`src/sv/scfd_pkg.sv`:
```
`default_nettype none

package scfd_pkg;

    // Framing bytes of the serial protocol.
    localparam logic [7:0] START_BYTE = 8'hAA;
    localparam logic [7:0] END_BYTE   = 8'h55;

    // Info byte layout: DLC in the low nibble, extended flag in bit 5.
    localparam int DLC_W       = 4;
    localparam int EXT_BIT_POS = 5;

    // Frame overhead beyond the payload, shortest closing length, and first payload position.
    localparam int EXT_OVERHEAD = 7;
    localparam int STD_OVERHEAD = 5;
    localparam int MIN_CLOSE    = 5;
    localparam int FIRST_EXT    = 6;
    localparam int FIRST_STD    = 4;

    localparam int ID_W   = 32;
    localparam int BYTE_W = 8;

    // Default store size per frame buffer.
    localparam int MAX_FRAME_BYTES_DEF = 22;

    // One closed frame handed from the front to the back.
    typedef struct packed {
        logic              err;
        logic              ext;
        logic [DLC_W-1:0]  dlc;
        logic [ID_W-1:0]   id;
        logic              bank;
    } job_t;

    // Back tells the front that a frame buffer has been drained.
    typedef struct packed {
        logic valid;
        logic bank;
    } bank_rel_t;

endpackage

`default_nettype wire

```
`src/sv/scfd_in_if.sv`:
```
`default_nettype none

interface scfd_in_if import scfd_pkg::*; ();
    logic              valid;
    logic              ready;
    logic [BYTE_W-1:0] rx_byte;

    modport source (output valid, output rx_byte, input ready);
    modport sink   (input valid, input rx_byte, output ready);
endinterface

`default_nettype wire

```
`src/sv/scfd_out_if.sv`:
```
`default_nettype none

interface scfd_out_if import scfd_pkg::*; ();
    logic              valid;
    logic              ready;
    logic              record_kind;
    logic              status;
    logic [ID_W-1:0]   frame_id;
    logic              is_extended;
    logic [DLC_W-1:0]  data_count;
    logic [BYTE_W-1:0] data_byte;
    logic              last;

    modport source (
        output valid, output record_kind, output status, output frame_id,
        output is_extended, output data_count, output data_byte, output last,
        input ready
    );
    modport sink (
        input valid, input record_kind, input status, input frame_id,
        input is_extended, input data_count, input data_byte, input last,
        output ready
    );
endinterface

`default_nettype wire

```
`src/sv/serial_can_frame_deframer.sv`:
```
// A closed frame's job is popped by the back, which then offers its header or error record.
// Data records follow one per ready cycle from a double-buffered store with a registered read port.
// Throughput: one byte per cycle; intake stalls while the next buffer is still being drained.
// It also stalls while both job queue entries are full.
// Reset clears the framing state, buffer ownership, job queue and output register at once.
// Store contents stay undefined after reset and get no clearing pass.
`default_nettype none

module serial_can_frame_deframer import scfd_pkg::*; #(
    parameter int MAX_FRAME_BYTES = MAX_FRAME_BYTES_DEF
) (
    input  wire logic  clk,
    input  wire logic  rst_n,
    scfd_in_if.sink    rx,
    scfd_out_if.source tx
);

    localparam int IW        = $clog2(MAX_FRAME_BYTES);
    localparam int RAM_DEPTH = 2 * (2 ** IW);

    logic           q_push;
    job_t           push_job;
    logic           q_full;
    logic           q_pop;
    logic           q_valid;
    job_t           head_job;
    bank_rel_t      rel;
    logic           wr_en;
    logic [IW:0]    wr_addr;
    logic [7:0]     wr_data;
    logic           rd_en;
    logic [IW:0]    rd_addr;
    logic [7:0]     rd_data;

    scfd_front #(
        .MAX_FRAME_BYTES(MAX_FRAME_BYTES)
    ) u_front (
        .clk     (clk),
        .rst_n   (rst_n),
        .rx      (rx),
        .q_push  (q_push),
        .q_job   (push_job),
        .q_full  (q_full),
        .rel     (rel),
        .wr_en   (wr_en),
        .wr_addr (wr_addr),
        .wr_data (wr_data)
    );

    scfd_queue u_queue (
        .clk      (clk),
        .rst_n    (rst_n),
        .push     (q_push),
        .push_job (push_job),
        .full     (q_full),
        .pop      (q_pop),
        .valid    (q_valid),
        .head     (head_job)
    );

    scfd_ram #(
        .WIDTH(BYTE_W),
        .DEPTH(RAM_DEPTH)
    ) u_store (
        .clk   (clk),
        .we    (wr_en),
        .waddr (wr_addr),
        .wdata (wr_data),
        .re    (rd_en),
        .raddr (rd_addr),
        .rdata (rd_data)
    );

    scfd_back #(
        .MAX_FRAME_BYTES(MAX_FRAME_BYTES)
    ) u_back (
        .clk     (clk),
        .rst_n   (rst_n),
        .q_valid (q_valid),
        .q_job   (head_job),
        .q_pop   (q_pop),
        .rel     (rel),
        .rd_en   (rd_en),
        .rd_addr (rd_addr),
        .rd_data (rd_data),
        .tx      (tx)
    );

endmodule

`default_nettype wire

```
`src/sv/scfd_ram.sv`:
```
`default_nettype none

module scfd_ram #(
    parameter int WIDTH = 8,
    parameter int DEPTH = 64
) (
    input  wire logic                     clk,
    input  wire logic                     we,
    input  wire logic [$clog2(DEPTH)-1:0] waddr,
    input  wire logic [WIDTH-1:0]         wdata,
    input  wire logic                     re,
    input  wire logic [$clog2(DEPTH)-1:0] raddr,
    output logic      [WIDTH-1:0]         rdata
);

    logic [WIDTH-1:0] mem [DEPTH];

    // One write port, one registered read port.
    always_ff @(posedge clk)
    begin
        if (we)
        begin
            mem[waddr] <= wdata;
        end
        if (re)
        begin
            rdata <= mem[raddr];
        end
    end

endmodule

`default_nettype wire

```
`src/sv/scfd_front.sv`:
```
`default_nettype none

module scfd_front import scfd_pkg::*; #(
    parameter int MAX_FRAME_BYTES = MAX_FRAME_BYTES_DEF
) (
    input  wire logic                               clk,
    input  wire logic                               rst_n,
    scfd_in_if.sink                                 rx,
    output logic                                    q_push,
    output job_t                                    q_job,
    input  wire logic                               q_full,
    input  wire bank_rel_t                          rel,
    output logic                                    wr_en,
    output logic [$clog2(MAX_FRAME_BYTES):0]        wr_addr,
    output logic [BYTE_W-1:0]                       wr_data
);

    localparam int IW = $clog2(MAX_FRAME_BYTES);
    localparam int CW = $clog2(MAX_FRAME_BYTES + 2);

    logic              in_frame_reg, in_frame_next;
    logic [CW-1:0]     count_reg, count_next;
    logic              wr_bank_reg, wr_bank_next;
    logic [1:0]        busy_reg, busy_next;
    logic [BYTE_W-1:0] info_reg, info_next;
    logic [ID_W-1:0]   id_reg, id_next;

    logic              accept;
    logic [CW-1:0]     cnt_new;
    logic [CW-1:0]     expect_len;
    logic              info_ext;
    logic [DLC_W-1:0]  info_dlc;
    logic              len_err;

    // The current buffer must be free and the queue must have room.
    assign rx.ready = !busy_reg[wr_bank_reg] && !q_full;
    assign accept   = rx.valid && rx.ready;

    assign info_ext   = info_reg[EXT_BIT_POS];
    assign info_dlc   = info_reg[DLC_W-1:0];
    assign expect_len = CW'(info_dlc) + (info_ext ? CW'(EXT_OVERHEAD) : CW'(STD_OVERHEAD));

    // Count after this byte, saturating one past the store.
    assign cnt_new = (count_reg < CW'(MAX_FRAME_BYTES)) ? count_reg + CW'(1)
                                                        : CW'(MAX_FRAME_BYTES + 1);
    assign len_err = (cnt_new != expect_len);

    // Byte intake, header capture, frame close and buffer release.
    always_comb
    begin
        in_frame_next = in_frame_reg;
        count_next    = count_reg;
        wr_bank_next  = wr_bank_reg;
        busy_next     = busy_reg;
        info_next     = info_reg;
        id_next       = id_reg;
        q_push        = 1'b0;
        wr_en         = 1'b0;
        wr_addr       = {wr_bank_reg, count_reg[IW-1:0]};
        wr_data       = rx.rx_byte;

        q_job.err  = len_err;
        q_job.ext  = info_ext;
        q_job.dlc  = info_dlc;
        q_job.id   = info_ext ? id_reg : {16'h0000, id_reg[15:0]};
        q_job.bank = wr_bank_reg;

        if (rel.valid)
        begin
            busy_next[rel.bank] = 1'b0;
        end

        if (accept)
        begin
            if (rx.rx_byte == START_BYTE)
            begin
                in_frame_next = 1'b1;
                count_next    = CW'(1);
            end
            else if (in_frame_reg)
            begin
                count_next = cnt_new;
                if (count_reg < CW'(MAX_FRAME_BYTES))
                begin
                    wr_en = 1'b1;
                    unique case (count_reg)
                        CW'(1):  info_next      = rx.rx_byte;
                        CW'(2):  id_next[7:0]   = rx.rx_byte;
                        CW'(3):  id_next[15:8]  = rx.rx_byte;
                        CW'(4):  id_next[23:16] = rx.rx_byte;
                        CW'(5):  id_next[31:24] = rx.rx_byte;
                        default: ;
                    endcase
                end
                if (rx.rx_byte == END_BYTE && cnt_new >= CW'(MIN_CLOSE))
                begin
                    q_push        = 1'b1;
                    in_frame_next = 1'b0;
                    count_next    = '0;
                    // A good frame holds its buffer until the back drains it.
                    if (!len_err)
                    begin
                        busy_next[wr_bank_reg] = 1'b1;
                        wr_bank_next           = !wr_bank_reg;
                    end
                end
            end
        end
    end

    always_ff @(posedge clk or negedge rst_n)
    begin
        if (!rst_n)
        begin
            in_frame_reg <= 1'b0;
            count_reg    <= '0;
            wr_bank_reg  <= 1'b0;
            busy_reg     <= '0;
        end
        else
        begin
            in_frame_reg <= in_frame_next;
            count_reg    <= count_next;
            wr_bank_reg  <= wr_bank_next;
            busy_reg     <= busy_next;
        end
    end

    // Header bytes need no reset.
    always_ff @(posedge clk)
    begin
        info_reg <= info_next;
        id_reg   <= id_next;
    end

endmodule

`default_nettype wire

```
`src/sv/scfd_queue.sv`:
```
`default_nettype none

module scfd_queue import scfd_pkg::*; (
    input  wire logic clk,
    input  wire logic rst_n,
    input  wire logic push,
    input  wire job_t push_job,
    output logic      full,
    input  wire logic pop,
    output logic      valid,
    output job_t      head
);

    localparam int DEPTH = 2;
    localparam int PW    = $clog2(DEPTH);
    localparam int NW    = $clog2(DEPTH + 1);

    job_t            entry_reg [DEPTH];
    logic [PW-1:0]   wr_ptr_reg, rd_ptr_reg;
    logic [NW-1:0]   count_reg;

    assign full  = (count_reg == NW'(DEPTH));
    assign valid = (count_reg != '0);
    assign head  = entry_reg[rd_ptr_reg];

    // Pointers and fill level.
    always_ff @(posedge clk or negedge rst_n)
    begin
        if (!rst_n)
        begin
            wr_ptr_reg <= '0;
            rd_ptr_reg <= '0;
            count_reg  <= '0;
        end
        else
        begin
            if (push)
            begin
                wr_ptr_reg <= wr_ptr_reg + PW'(1);
            end
            if (pop)
            begin
                rd_ptr_reg <= rd_ptr_reg + PW'(1);
            end
            if (push && !pop)
            begin
                count_reg <= count_reg + NW'(1);
            end
            else if (pop && !push)
            begin
                count_reg <= count_reg - NW'(1);
            end
        end
    end

    // Entry storage.
    always_ff @(posedge clk)
    begin
        if (push)
        begin
            entry_reg[wr_ptr_reg] <= push_job;
        end
    end

    // The front never pushes into a full queue, and the back never pops an empty one.
    a_no_overflow: assert property (@(posedge clk) disable iff (!rst_n)
        push |-> !full || pop)
        else $error("job queue overflow");

    a_no_underflow: assert property (@(posedge clk) disable iff (!rst_n)
        pop |-> valid)
        else $error("job queue underflow");

endmodule

`default_nettype wire

```
`src/sv/scfd_back.sv`:
```
`default_nettype none

module scfd_back import scfd_pkg::*; #(
    parameter int MAX_FRAME_BYTES = MAX_FRAME_BYTES_DEF
) (
    input  wire logic                               clk,
    input  wire logic                               rst_n,
    input  wire logic                               q_valid,
    input  wire job_t                               q_job,
    output logic                                    q_pop,
    output bank_rel_t                               rel,
    output logic                                    rd_en,
    output logic [$clog2(MAX_FRAME_BYTES):0]        rd_addr,
    input  wire logic [BYTE_W-1:0]                  rd_data,
    scfd_out_if.source                              tx
);

    localparam int IW = $clog2(MAX_FRAME_BYTES);

    typedef enum logic {
        B_IDLE,
        B_DATA
    } state_t;

    state_t            state_reg, state_next;
    job_t              job_reg, job_next;
    logic [IW-1:0]     rd_idx_reg, rd_idx_next;
    logic [DLC_W-1:0]  remain_reg, remain_next;

    logic              out_valid_reg, out_valid_next;
    logic              kind_reg, kind_next;
    logic              status_reg, status_next;
    logic [ID_W-1:0]   id_reg, id_next;
    logic              ext_reg, ext_next;
    logic [DLC_W-1:0]  dlc_reg, dlc_next;
    logic [BYTE_W-1:0] data_reg, data_next;
    logic              last_reg, last_next;

    logic              load_ok;
    logic [IW-1:0]     first_idx;

    assign load_ok   = !out_valid_reg || tx.ready;
    assign first_idx = q_job.ext ? IW'(FIRST_EXT) : IW'(FIRST_STD);

    // Record sequencer: header or error record, then the payload bytes.
    always_comb
    begin
        state_next     = state_reg;
        job_next       = job_reg;
        rd_idx_next    = rd_idx_reg;
        remain_next    = remain_reg;
        out_valid_next = out_valid_reg && !tx.ready;
        kind_next      = kind_reg;
        status_next    = status_reg;
        id_next        = id_reg;
        ext_next       = ext_reg;
        dlc_next       = dlc_reg;
        data_next      = data_reg;
        last_next      = last_reg;
        q_pop          = 1'b0;
        rel            = '0;
        rd_en          = 1'b0;
        rd_addr        = {q_job.bank, first_idx};

        unique case (state_reg)
            B_IDLE:
            begin
                if (q_valid && load_ok)
                begin
                    q_pop          = 1'b1;
                    out_valid_next = 1'b1;
                    kind_next      = 1'b0;
                    status_next    = q_job.err;
                    id_next        = q_job.err ? '0 : q_job.id;
                    ext_next       = q_job.ext;
                    dlc_next       = q_job.dlc;
                    data_next      = '0;
                    if (q_job.err)
                    begin
                        last_next = 1'b1;
                    end
                    else if (q_job.dlc == '0)
                    begin
                        last_next = 1'b1;
                        rel.valid = 1'b1;
                        rel.bank  = q_job.bank;
                    end
                    else
                    begin
                        // Fetch the first payload byte behind the header.
                        last_next   = 1'b0;
                        rd_en       = 1'b1;
                        rd_idx_next = first_idx + IW'(1);
                        remain_next = q_job.dlc - DLC_W'(1);
                        job_next    = q_job;
                        state_next  = B_DATA;
                    end
                end
            end
            B_DATA:
            begin
                rd_addr = {job_reg.bank, rd_idx_reg};
                if (load_ok)
                begin
                    out_valid_next = 1'b1;
                    kind_next      = 1'b1;
                    status_next    = 1'b0;
                    id_next        = job_reg.id;
                    ext_next       = job_reg.ext;
                    dlc_next       = job_reg.dlc;
                    data_next      = rd_data;
                    last_next      = (remain_reg == '0);
                    if (remain_reg == '0)
                    begin
                        rel.valid  = 1'b1;
                        rel.bank   = job_reg.bank;
                        state_next = B_IDLE;
                    end
                    else
                    begin
                        rd_en       = 1'b1;
                        rd_idx_next = rd_idx_reg + IW'(1);
                        remain_next = remain_reg - DLC_W'(1);
                    end
                end
            end
            default:
            begin
                state_next = B_IDLE;
            end
        endcase
    end

    always_ff @(posedge clk or negedge rst_n)
    begin
        if (!rst_n)
        begin
            state_reg     <= B_IDLE;
            job_reg       <= '0;
            rd_idx_reg    <= '0;
            remain_reg    <= '0;
            out_valid_reg <= 1'b0;
            kind_reg      <= 1'b0;
            status_reg    <= 1'b0;
            id_reg        <= '0;
            ext_reg       <= 1'b0;
            dlc_reg       <= '0;
            data_reg      <= '0;
            last_reg      <= 1'b0;
        end
        else
        begin
            state_reg     <= state_next;
            job_reg       <= job_next;
            rd_idx_reg    <= rd_idx_next;
            remain_reg    <= remain_next;
            out_valid_reg <= out_valid_next;
            kind_reg      <= kind_next;
            status_reg    <= status_next;
            id_reg        <= id_next;
            ext_reg       <= ext_next;
            dlc_reg       <= dlc_next;
            data_reg      <= data_next;
            last_reg      <= last_next;
        end
    end

    assign tx.valid       = out_valid_reg;
    assign tx.record_kind = kind_reg;
    assign tx.status      = status_reg;
    assign tx.frame_id    = id_reg;
    assign tx.is_extended = ext_reg;
    assign tx.data_count  = dlc_reg;
    assign tx.data_byte   = data_reg;
    assign tx.last        = last_reg;

    // A data record never carries an error, and an error record always ends its run.
    a_data_ok: assert property (@(posedge clk) disable iff (!rst_n)
        tx.valid && tx.record_kind |-> !tx.status)
        else $error("data record flagged as error");

    a_err_last: assert property (@(posedge clk) disable iff (!rst_n)
        tx.valid && tx.status |-> tx.last && tx.frame_id == '0)
        else $error("error record malformed");

endmodule

`default_nettype wire

```
`src/flat_wrapper.sv`:
```
// flat-port wrapper written by rule: the top's interface ports become plain ports
module serial_can_frame_deframer_flat import scfd_pkg::*;
#(
    parameter int MAX_FRAME_BYTES = MAX_FRAME_BYTES_DEF
)
  (clk, rst_n, rx_valid, rx_rx_byte, rx_ready, tx_valid, tx_record_kind, tx_status, tx_frame_id, tx_is_extended, tx_data_count, tx_data_byte, tx_last, tx_ready);
  scfd_in_if rx_i ();
  scfd_out_if tx_i ();
  input  wire logic clk;
  input  wire logic rst_n;
  input wire logic [$bits(rx_i.valid)-1:0] rx_valid;
  input wire logic [$bits(rx_i.rx_byte)-1:0] rx_rx_byte;
  output wire logic [$bits(rx_i.ready)-1:0] rx_ready;
  output wire logic [$bits(tx_i.valid)-1:0] tx_valid;
  output wire logic [$bits(tx_i.record_kind)-1:0] tx_record_kind;
  output wire logic [$bits(tx_i.status)-1:0] tx_status;
  output wire logic [$bits(tx_i.frame_id)-1:0] tx_frame_id;
  output wire logic [$bits(tx_i.is_extended)-1:0] tx_is_extended;
  output wire logic [$bits(tx_i.data_count)-1:0] tx_data_count;
  output wire logic [$bits(tx_i.data_byte)-1:0] tx_data_byte;
  output wire logic [$bits(tx_i.last)-1:0] tx_last;
  input wire logic [$bits(tx_i.ready)-1:0] tx_ready;
  assign rx_i.valid = rx_valid;
  assign rx_i.rx_byte = rx_rx_byte;
  assign rx_ready = rx_i.ready;
  assign tx_valid = tx_i.valid;
  assign tx_record_kind = tx_i.record_kind;
  assign tx_status = tx_i.status;
  assign tx_frame_id = tx_i.frame_id;
  assign tx_is_extended = tx_i.is_extended;
  assign tx_data_count = tx_i.data_count;
  assign tx_data_byte = tx_i.data_byte;
  assign tx_last = tx_i.last;
  assign tx_i.ready = tx_ready;
  serial_can_frame_deframer #(.MAX_FRAME_BYTES(MAX_FRAME_BYTES)) u_core (.clk(clk), .rst_n(rst_n), .rx(rx_i), .tx(tx_i));
endmodule
```
`config.mk`:
```
export PLATFORM = sky130hd
export DESIGN_NAME = serial_can_frame_deframer_flat
export DESIGN_NICKNAME = d
export VERILOG_FILES = /design/src/sv/scfd_pkg.sv /design/src/sv/scfd_in_if.sv /design/src/sv/scfd_out_if.sv /design/src/sv/serial_can_frame_deframer.sv /design/src/sv/scfd_ram.sv /design/src/sv/scfd_front.sv /design/src/sv/scfd_queue.sv /design/src/sv/scfd_back.sv /design/src/flat_wrapper.sv
export SDC_FILE = /design/constraint.sdc
export NUM_CORES = 1
export LEC_CHECK = 0
export BUFFER_PORTS_ARGS = -buffer_cell sky130_fd_sc_hd__buf_2
export CORE_MARGIN = 5
export CORE_UTILIZATION = 30
export CTS_CLUSTER_DIAMETER = 50
export DETAILED_ROUTE_END_ITERATION = 7
export PLACE_DENSITY = 0.56
export SYNTH_ARGS = -nofsm -noshare
export SYNTH_HDL_FRONTEND = slang
export SYNTH_SLANG_ARGS = --single-unit
```
`constraint.sdc`:
```
create_clock -name clk -period 4.85 [get_ports clk]
set_clock_uncertainty 0.05 [all_clocks]
set_input_delay 0.2425 -clock clk [delete_from_list [all_inputs] [get_ports clk]]
set_output_delay 0.2425 -clock clk [all_outputs]
set_load 0.02 [all_outputs]
```
==> load_flow_metrics.sql, run 1 <==
INSERT INTO impl_metrics (metric_group, metric, value, unit) VALUES
('status', 'outcome', 'finished clean', ''),
('critical_path', 'timing.critical_path.slowest_stage_cell', 'sky130_fd_sc_hd__dfrtp_4', ''),
('clocking', 'clkSinkCount', '745', ''),
('critical_path', 'critical_path.startpoint_type', 'flop', ''),
('route', 'routedWlPerCell', '21.0', 'µm'),
('critical_path', 'worstSetupEndpointType', 'flop', ''),
('logic_synthesis', 'ys_top_cells_by_count', 'sky130_fd_sc_hd__edfxtp_1 (635), sky130_fd_sc_hd__nand2_1 (135), sky130_fd_sc_hd__dfrtp_1 (110)', ''),
('sta', 'fin_setup_tns', '0', 'ns'),
('sta', 'final-setup-viol-count', '0', ''),
('sta', 'final_critical_path_setup_slack', '1.03', 'ns'),
('route', 'totalWireLength', '72400', 'µm'),
('floorplan', 'num_rows', '115', ''),
('critical_path', 'r2r_end', 'u_core.u_store.rdata[6]', ''),
('route', 'ant_nets', '0', ''),
('critical_path', 'critical_path_required', '5.17', 'ns'),
('critical_path', 'critPathKind', 'flop to flop', ''),
('critical_path', 'timing.critical_path.arrival', '4.14', 'ns'),
('clocking', 'htree_levels', '3', ''),
('power', 'total_leakage_power', '12.0', 'nW'),
('cells_and_area', 'finish.utilization', '35.0', '%'),
('logic_synthesis', 'async_flop_share', '14.8', '%'),
('global_routing', 'grt_remaining_overflow', '0', ''),
('placement', 'placement.setup.worst_slack', '0.852', 'ns'),
('hold_path', 'worst_hold_path.endpoint', 'u_core.u_back.tx.valid', ''),
('logic_synthesis', 'synth.lib_cells_used.distinct', '76', ''),
('route', 'first_iter_violations', '1641', ''),
('logic_synthesis', 'synth_most_common_cell', 'sky130_fd_sc_hd__edfxtp_1', ''),
('sta', 'setup_repair_after_global_routing_missed_its_margin', 'no', ''),
('route', 'total_via_count_in_the_routed_design', '16947', ''),
('placement', 'port-buffer-count', '61', ''),
('floorplan', 'initial_utilization', '30.3', '%'),
('sta', 'slew_headroom', '10.4', '%'),
('sta', 'max_freq', '262', 'MHz'),
('placement', 'hpwl', '44700', 'µm'),
('hold_path', 'min_path_type', 'primary input to flop', ''),
('global_routing', 'grt_util_all_layers', '13.3', '%'),
('floorplan', 'core_area', '98400', 'µm²'),
('sta', 'slew_viol_final', '0', ''),
('critical_path', 'reg2regPathDepth', '6', ''),
('critical_path', 'path_max_fanout', '66', ''),
('clocking', 'tritoncts_clock_tree', 'built', ''),
('cells_and_area', 'drive_above_1_share', '14.7', '%'),
('route', 'drcViolationCount', '0', ''),
('critical_path', 'reg2reg_from', 'u_core.u_back.rd_idx_reg[2]', ''),
('clocking', 'post_cts_hold_buffer_count', '2', ''),
('clocking', 'clk_root_buf', 'sky130_fd_sc_hd__clkbuf_16', ''),
('power', 'finalPower', '0.0194', 'W'),
('placement', 'gp_routability_congestion', '0.811', ''),
('clocking', 'postCtsSetupBuffers', '0', ''),
('logic_synthesis', 'post_synth.cell_area_avg', '15.9', 'µm²'),
('power', 'powerDensity', '563', 'nW/µm²'),
('logic_synthesis', 'synth_top_flop_cell', 'sky130_fd_sc_hd__edfxtp_1', ''),
('logic_synthesis', 'post-synth-top-area-fraction', '64.0', '%'),
('clocking', 'maximum_count_of_clock_buffers_along_a_single_path', '3', ''),
('sta', 'tightest_slew', '1.33', 'ns'),
('critical_path', 'worst_path_most_repeated_cell', 'sky130_fd_sc_hd__a211oi_1', ''),
('route', 'via_per_inst', '4.93', ''),
('power', 'vdd.ir_drop.worst', '0.384', 'mV'),
('floorplan', 'die-area', '106000', 'µm²'),
('clocking', 'number_of_clock_buffers_inserted_by_tritoncts', '75', ''),
('logic_synthesis', 'netlist_instances', '1878', ''),
('job', 'maxCapViolations', '0', ''),
('logic_synthesis', 'synth-edff-count', '635', ''),
('cells_and_area', 'final_net_count', '2112', ''),
('global_routing', 'antenna_violations_before_repair', '2', ''),
('critical_path', 'cp_cell_sequence', 'inv_1, o21ai_0, a211oi_1, a2111oi_0, a211oi_1, o32a_1', ''),
('global_routing', 'global_route_wire_length_before_repair', '109000', 'µm'),
('critical_path', 'r2r_slack', '1.03', 'ns'),
('cells_and_area', 'finalInstanceArea', '34500', 'µm²'),
('placement', 'detailed_place.area', '32100', 'µm²'),
('sta', 'hold_viol_final', '0', '');
-- power by group --
part	internal, W	switching [W]	leakage, nW
clock network	0.00325	0.00241	1.16
registers	0.00755	0.000708	7.21
logic	0.00204	0.00346	3.66
total	0.0128	0.00658	12.0
-- tightest hold or removal path, cell delays in order --
cell                       delay [ns]
sky130_fd_sc_hd__buf_2           0.07
sky130_fd_sc_hd__nand2b_1        0.34
sky130_fd_sc_hd__nand2_1         0.08
-- logic make-up after synthesis --
logic type               count (synthesis)  synth area share [%]
multiplexers                           198                  9.27
buffers and inverters                  130                  2.04
adder cells (fa/ha/maj)                  9                 0.403
flip-flops                             745                  73.2
XOR/XNOR                                13                 0.382
AND/OR/NAND/NOR                        383                  6.04
other                                    1                0.0126
AO/OA/AOI/OAI                          399                  8.61
-- final cells by class --
class	instances	area (µm²)
multi-input combinational	1162	8010
clock inverter	41	365
inverter	16	62.6
sequential	745	21800
clock buffer	97	2030
fill	9429	63900
tap	1287	1610
antenna	1	2.50
timing repair buffer	91	563
-- worst max-delay path by stage --
stage                                            from                              to  slack [ns]  cells past startpoint
after detailed placement                rx_rx_byte[7]  u_core.u_queue.entry_reg[0][6]        0.85                      6
after floorplan           u_core.u_front.count_reg[0]  u_core.u_queue.entry_reg[0][0]        0.88                      7
after global routing      u_core.u_back.rd_idx_reg[2]         u_core.u_store.rdata[6]        0.73                      6
after CTS                 u_core.u_back.rd_idx_reg[2]         u_core.u_store.rdata[6]        1.11                      6
after global placement                  rx_rx_byte[7]  u_core.u_queue.entry_reg[0][6]        0.91                      6
final                     u_core.u_back.rd_idx_reg[2]         u_core.u_store.rdata[6]        1.03                      6
-- placed cells by master, fill, tap and decap left out, types with 30 or more instances in the layout --
master	count
sky130_fd_sc_hd__a21oi_1	80
sky130_fd_sc_hd__and2_1	30
sky130_fd_sc_hd__buf_2	60
sky130_fd_sc_hd__clkbuf_16	78
sky130_fd_sc_hd__conb_1	160
sky130_fd_sc_hd__dfrtp_1	105
sky130_fd_sc_hd__edfxtp_1	635
sky130_fd_sc_hd__mux2_2	40
sky130_fd_sc_hd__mux2i_1	96
sky130_fd_sc_hd__mux4_2	57
sky130_fd_sc_hd__nand2_1	135
sky130_fd_sc_hd__nor2_1	85
sky130_fd_sc_hd__nor3_1	49
sky130_fd_sc_hd__o21ai_0	85
sky130_fd_sc_hd__o21ai_1	41
sky130_fd_sc_hd__o22ai_1	50
-- routing by layer --
layer | up-vias | wire [µm] | global-route usage [%] | share of wire (%)
met5 | - | 0 | 0 | 0
met3 | 128 | 5290 | 3.16 | 7.3
li1 | 7625 | - | - | -
met2 | 590 | 32300 | 20.4 | 45
met4 | 0 | 2230 | 4.45 | 3.1
met1 | 8604 | 32500 | 18.8 | 45
-- stage by stage --
step                      hold slack [ns]  std cells
after CTS                           0.117       3439
after global routing                0.195       3439
after floorplan                    -0.103       2037
after global placement              0.375       3299
final                               0.139       3440
after detailed placement            0.384       3299
No activity file was read; power rests on OpenSTA's default activity.
==> inputs of run 2 (changes only) <==
--- a/config.mk
+++ b/config.mk
@@ -5,12 +5,13 @@
 export SDC_FILE = /design/constraint.sdc
 export NUM_CORES = 1
 export LEC_CHECK = 0
+export ABC_AREA = 1
 export BUFFER_PORTS_ARGS = -buffer_cell sky130_fd_sc_hd__buf_2
 export CORE_MARGIN = 5
 export CORE_UTILIZATION = 30
 export CTS_CLUSTER_DIAMETER = 50
 export DETAILED_ROUTE_END_ITERATION = 7
-export PLACE_DENSITY = 0.56
+export PLACE_DENSITY = 0.58
 export SYNTH_ARGS = -nofsm -noshare
 export SYNTH_HDL_FRONTEND = slang
 export SYNTH_SLANG_ARGS = --single-unit
==> constraint.sdc (replaced) <==
create_clock -name clk -period 3.1 [get_ports clk]
set_clock_uncertainty 0.05 [all_clocks]
set_input_delay 0.155 -clock clk [delete_from_list [all_inputs] [get_ports clk]]
set_output_delay 0.155 -clock clk [all_outputs]
set_load 0.02 [all_outputs]
==> run 2 against run 1 <==
Critical path depth increased by 3. Via count grew 27%. Flip-flop and latch count is the same. Largest cell class unchanged. Area after synthesis up 6.2%. Sequential share of layout area fell by 5.0 points. Highest routed layer unchanged.
==> load_flow_metrics.sql, run 2 <==
INSERT INTO impl_metrics (metric_group, metric, value, unit) VALUES
('cells_and_area', 'finalInstanceArea', '37400', 'µm²'),
('critical_path', 'timing.critical_path.from', 'u_core.u_front.wr_bank_reg', ''),
('clocking', 'clkTransAtPathRegs', '0.06', 'ns'),
('route', 'first_iter_violations', '1972', ''),
('power', 'vdd.ir_drop.worst', '0.677', 'mV'),
('logic_synthesis', 'async_flop_share', '14.8', '%'),
('clocking', 'postCtsSetupBuffers', '0', ''),
('clocking', 'post_cts_hold_buffer_count', '4', ''),
('placement', 'gp_routability_congestion', '0.849', ''),
('critical_path', 'path_max_fanout', '9', ''),
('route', 'totalWireLength', '82000', 'µm'),
('job', 'maxCapViolations', '0', ''),
('route', 'routedWlPerCell', '17.6', 'µm'),
('floorplan', 'design.portCount', '62', ''),
('cells_and_area', 'largest_reg_flops', '512', ''),
('sta', 'setup_repair_after_global_routing_missed_its_margin', 'no', ''),
('cells_and_area', 'syn_to_final_growth', '18.3', '%'),
('floorplan', 'die_h', '335', 'µm'),
('logic_synthesis', 'synth-edff-count', '635', ''),
('power', 'powerDensity', '920', 'nW/µm²'),
('route', 'total_via_count_in_the_routed_design', '21445', ''),
('logic_synthesis', 'post_synth.cell_area_avg', '10.8', 'µm²'),
('power', 'power_report.internal_total', '0.0210', 'W'),
('floorplan', 'die_width', '335', 'µm'),
('power', 'clock_power_share', '28.4', '%'),
('sta', 'hold_viol_final', '0', ''),
('logic_synthesis', 'synth_most_common_cell', 'sky130_fd_sc_hd__nand2_1', ''),
('placement', 'dpl_cells', '4494', ''),
('route', 'via_per_inst', '4.61', ''),
('clocking', 'tritoncts_clock_tree', 'built', ''),
('placement', 'port-buffer-count', '61', ''),
('critical_path', 'r2r_slack', '0.16', 'ns'),
('sta', 'slew_viol_final', '0', ''),
('cells_and_area', 'final_net_count', '3214', ''),
('logic_synthesis', 'post-synth-top-area-fraction', '60.3', '%'),
('critical_path', 'reg2regPathDepth', '9', ''),
('floorplan', 'initial_utilization', '30.1', '%'),
('critical_path', 'crit_cells', '9', ''),
('critical_path', 'worstPathBufferInverterCount', '2', ''),
('route', 'drcViolationCount', '0', ''),
('global_routing', 'antenna_violations_before_repair', '0', ''),
('critical_path', 'reg2reg_from', 'u_core.u_front.wr_bank_reg', ''),
('sta', 'period_share', '94.7', '%'),
('critical_path', 'cp_cell_sequence', 'inv_1, a21oi_2, nand2_1, nor2_4, nand2_4, nor2_8, nand4_4, nor2_1, buf_4', ''),
('critical_path', 'critPathKind', 'flop to flop', ''),
('clocking', 'clk_root_buf', 'sky130_fd_sc_hd__clkbuf_16', ''),
('clocking', 'insertion_delay', '0.65', 'ns'),
('critical_path', 'timing.critical_path.slowest_stage_cell', 'sky130_fd_sc_hd__dfrtp_1', ''),
('logic_synthesis', 'flip_flop_and_latch_count_after_synthesis', '745', ''),
('placement', 'hpwl', '49200', 'µm'),
('sta', 'slew_headroom', '37.0', '%'),
('logic_synthesis', 'netlist_instances', '2923', ''),
('power', 'total_leakage_power', '15.7', 'nW'),
('status', 'outcome', 'finished clean', ''),
('floorplan', 'num_rows', '119', ''),
('sta', 'max_freq', '341', 'MHz'),
('critical_path', 'worst_path_largest_cell_delay', '0.60', 'ns'),
('critical_path', 'cp-endpoint', 'u_core.u_store.mem[42][2]', ''),
('clocking', 'clkSinkCount', '745', ''),
('logic_synthesis', 'cell_area_synth', '31600', 'µm²'),
('global_routing', 'vias_in_the_first_global_route', '20462', ''),
('cells_and_area', 'most_common_library_cell_in_the_layout_ignoring_fill_and_taps', 'sky130_fd_sc_hd__nand2_1', ''),
('logic_synthesis', 'synth_top_flop_cell', 'sky130_fd_sc_hd__edfxtp_1', ''),
('route', 'drt_pre_antenna_iters', '5', ''),
('logic_synthesis', 'ys.warnings.count', '0', ''),
('logic_synthesis', 'synth.largest_area_cell', 'sky130_fd_sc_hd__edfxtp_1', ''),
('clocking', 'htree_levels', '3', ''),
('placement', 'detailed_place.area', '34700', 'µm²'),
('global_routing', 'grt_util_all_layers', '14.4', '%'),
('logic_synthesis', 'yosys-top-cells-area', 'sky130_fd_sc_hd__edfxtp_1 (60%), sky130_fd_sc_hd__nand2_1 (11%), sky130_fd_sc_hd__dfrtp_1 (8.7%), sky130_fd_sc_hd__nand3_1 (6.0%), sky130_fd_sc_hd__inv_1 (3.5%)', ''),
('global_routing', 'grt_remaining_overflow', '0', ''),
('clocking', 'cts_resized', '0', ''),
('power', 'finalPower', '0.0344', 'W'),
('critical_path', 'critical_path_required', '3.40', 'ns'),
('logic_synthesis', 'synth.lib_cells_used.distinct', '41', ''),
('clocking', 'maximum_count_of_clock_buffers_along_a_single_path', '3', ''),
('sta', 'tightest_slew', '0.946', 'ns'),
('critical_path', 'worstSetupEndpointType', 'flop', ''),
('power', 'power_frac_seq', '36.2', '%'),
('critical_path', 'timing.critical_path.arrival', '3.24', 'ns'),
('cells_and_area', 'stdcell_count', '4650', ''),
('logic_synthesis', 'ys_top_cells_by_count', 'sky130_fd_sc_hd__nand2_1 (898), sky130_fd_sc_hd__edfxtp_1 (635), sky130_fd_sc_hd__nand3_1 (380)', ''),
('cells_and_area', 'antenna_cells_inserted', '0', ''),
('global_routing', 'global_route_wire_length_before_repair', '125000', 'µm'),
('cells_and_area', 'drive_above_1_share', '10.6', '%'),
('sta', 'final-setup-viol-count', '0', ''),
('critical_path', 'r2r_end', 'u_core.u_store.mem[42][2]', ''),
('global_routing', 'grt_max_degree', '89', ''),
('power', 'combinational_share_of_power', '35.4', '%'),
('floorplan', 'core_area', '105000', 'µm²'),
('critical_path', 'cell_family_contributing_the_most_delay_on_the_critical_path', 'simple AND/OR/NAND/NOR gates', ''),
('logic_synthesis', 'synth.yosys.seq_area_share', '69.0', '%'),
('cells_and_area', 'finish.utilization', '35.6', '%'),
('route', 'ant_nets', '0', ''),
('floorplan', 'die-area', '112000', 'µm²'),
('power', 'psw', '0.0134', 'W'),
('sta', 'final_period_minus_worst_setup_slack', '2.94', 'ns'),
('hold_path', 'min_path_type', 'primary input to asynchronous set/reset pin', ''),
('critical_path', 'critical_path.startpoint_type', 'flop', ''),
('clocking', 'number_of_clock_buffers_inserted_by_tritoncts', '84', ''),
('cells_and_area', 'layout.cells.most_common_list', 'sky130_fd_sc_hd__nand2_1 (896), sky130_fd_sc_hd__edfxtp_1 (635), sky130_fd_sc_hd__nand3_1 (379)', ''),
('power', 'proportion_of_total_power_due_to_net_switching', '39.0', '%');
==> run 2: cell type report <==
type	count	area, µm²
Timing Repair Buffer	182	1390
Clock inverter	47	482
Multi-Input combinational cell	1875	8590
Sequential cell	745	21800
Inverter	305	1150
Clock buffer	105	2220
Fill cell	10338	67600
Tap cell	1391	1740
==> run 2: cells by family after synthesis <==
kind of cell    share of synthesized area [%]
other cells                            0.0119
simple gates                             20.5
buf+inv                                  5.90
fa+ha+maj                               0.380
compound gates                           2.84
flops                                    69.0
xor+xnor                                0.328
mux                                      1.04
==> run 2: through the flow <==
stage	setup WS, ns	TNS, ns	hold WS (ns)
finish	0.163	0	0.0138
detailed placement	0.228	0	0.179
floorplan	-0.0270	-2.10	-0.191
global route	0.0900	0	0.0726
CTS	0.206	0	0.00271
global placement	0.255	0	0.178
==> run 2: layer usage <==
layer  wire length, µm  GRT usage [%]
met1             36000           19.7
met2             36100           21.7
met3              7390           4.37
met4              2540           5.06
met5                 0              0
==> run 2: power by group through the flow <==
stage / Clock, W / Sequential (W) / Combinational, W
6_report: 0.00977 / 0.0125 / 0.0122
5_1_grt: 0.0104 / 0.0125 / 0.0135
4_1_cts: 0.00997 / 0.0125 / 0.0122
3_5_place_dp: 0 / 0.0127 / 0.0121
3_3_place_gp: 0 / 0.0126 / 0.0121
2_1_floorplan: 0 / 0.0127 / 0.00788
==> run 2: how the worst min path moves through the flow <==
stage | end | depth (start not counted)
detailed placement | u_core.u_back.tx.frame_id[28] | 1
global route | u_core.u_back.tx.frame_id[28] | 2
finish | u_core.u_back.tx.frame_id[28] | 2
floorplan | u_core.u_back.job_reg[0] | 0
CTS | u_core.u_back.job_reg[26] | 2
global placement | u_core.u_back.tx.frame_id[24] | 1
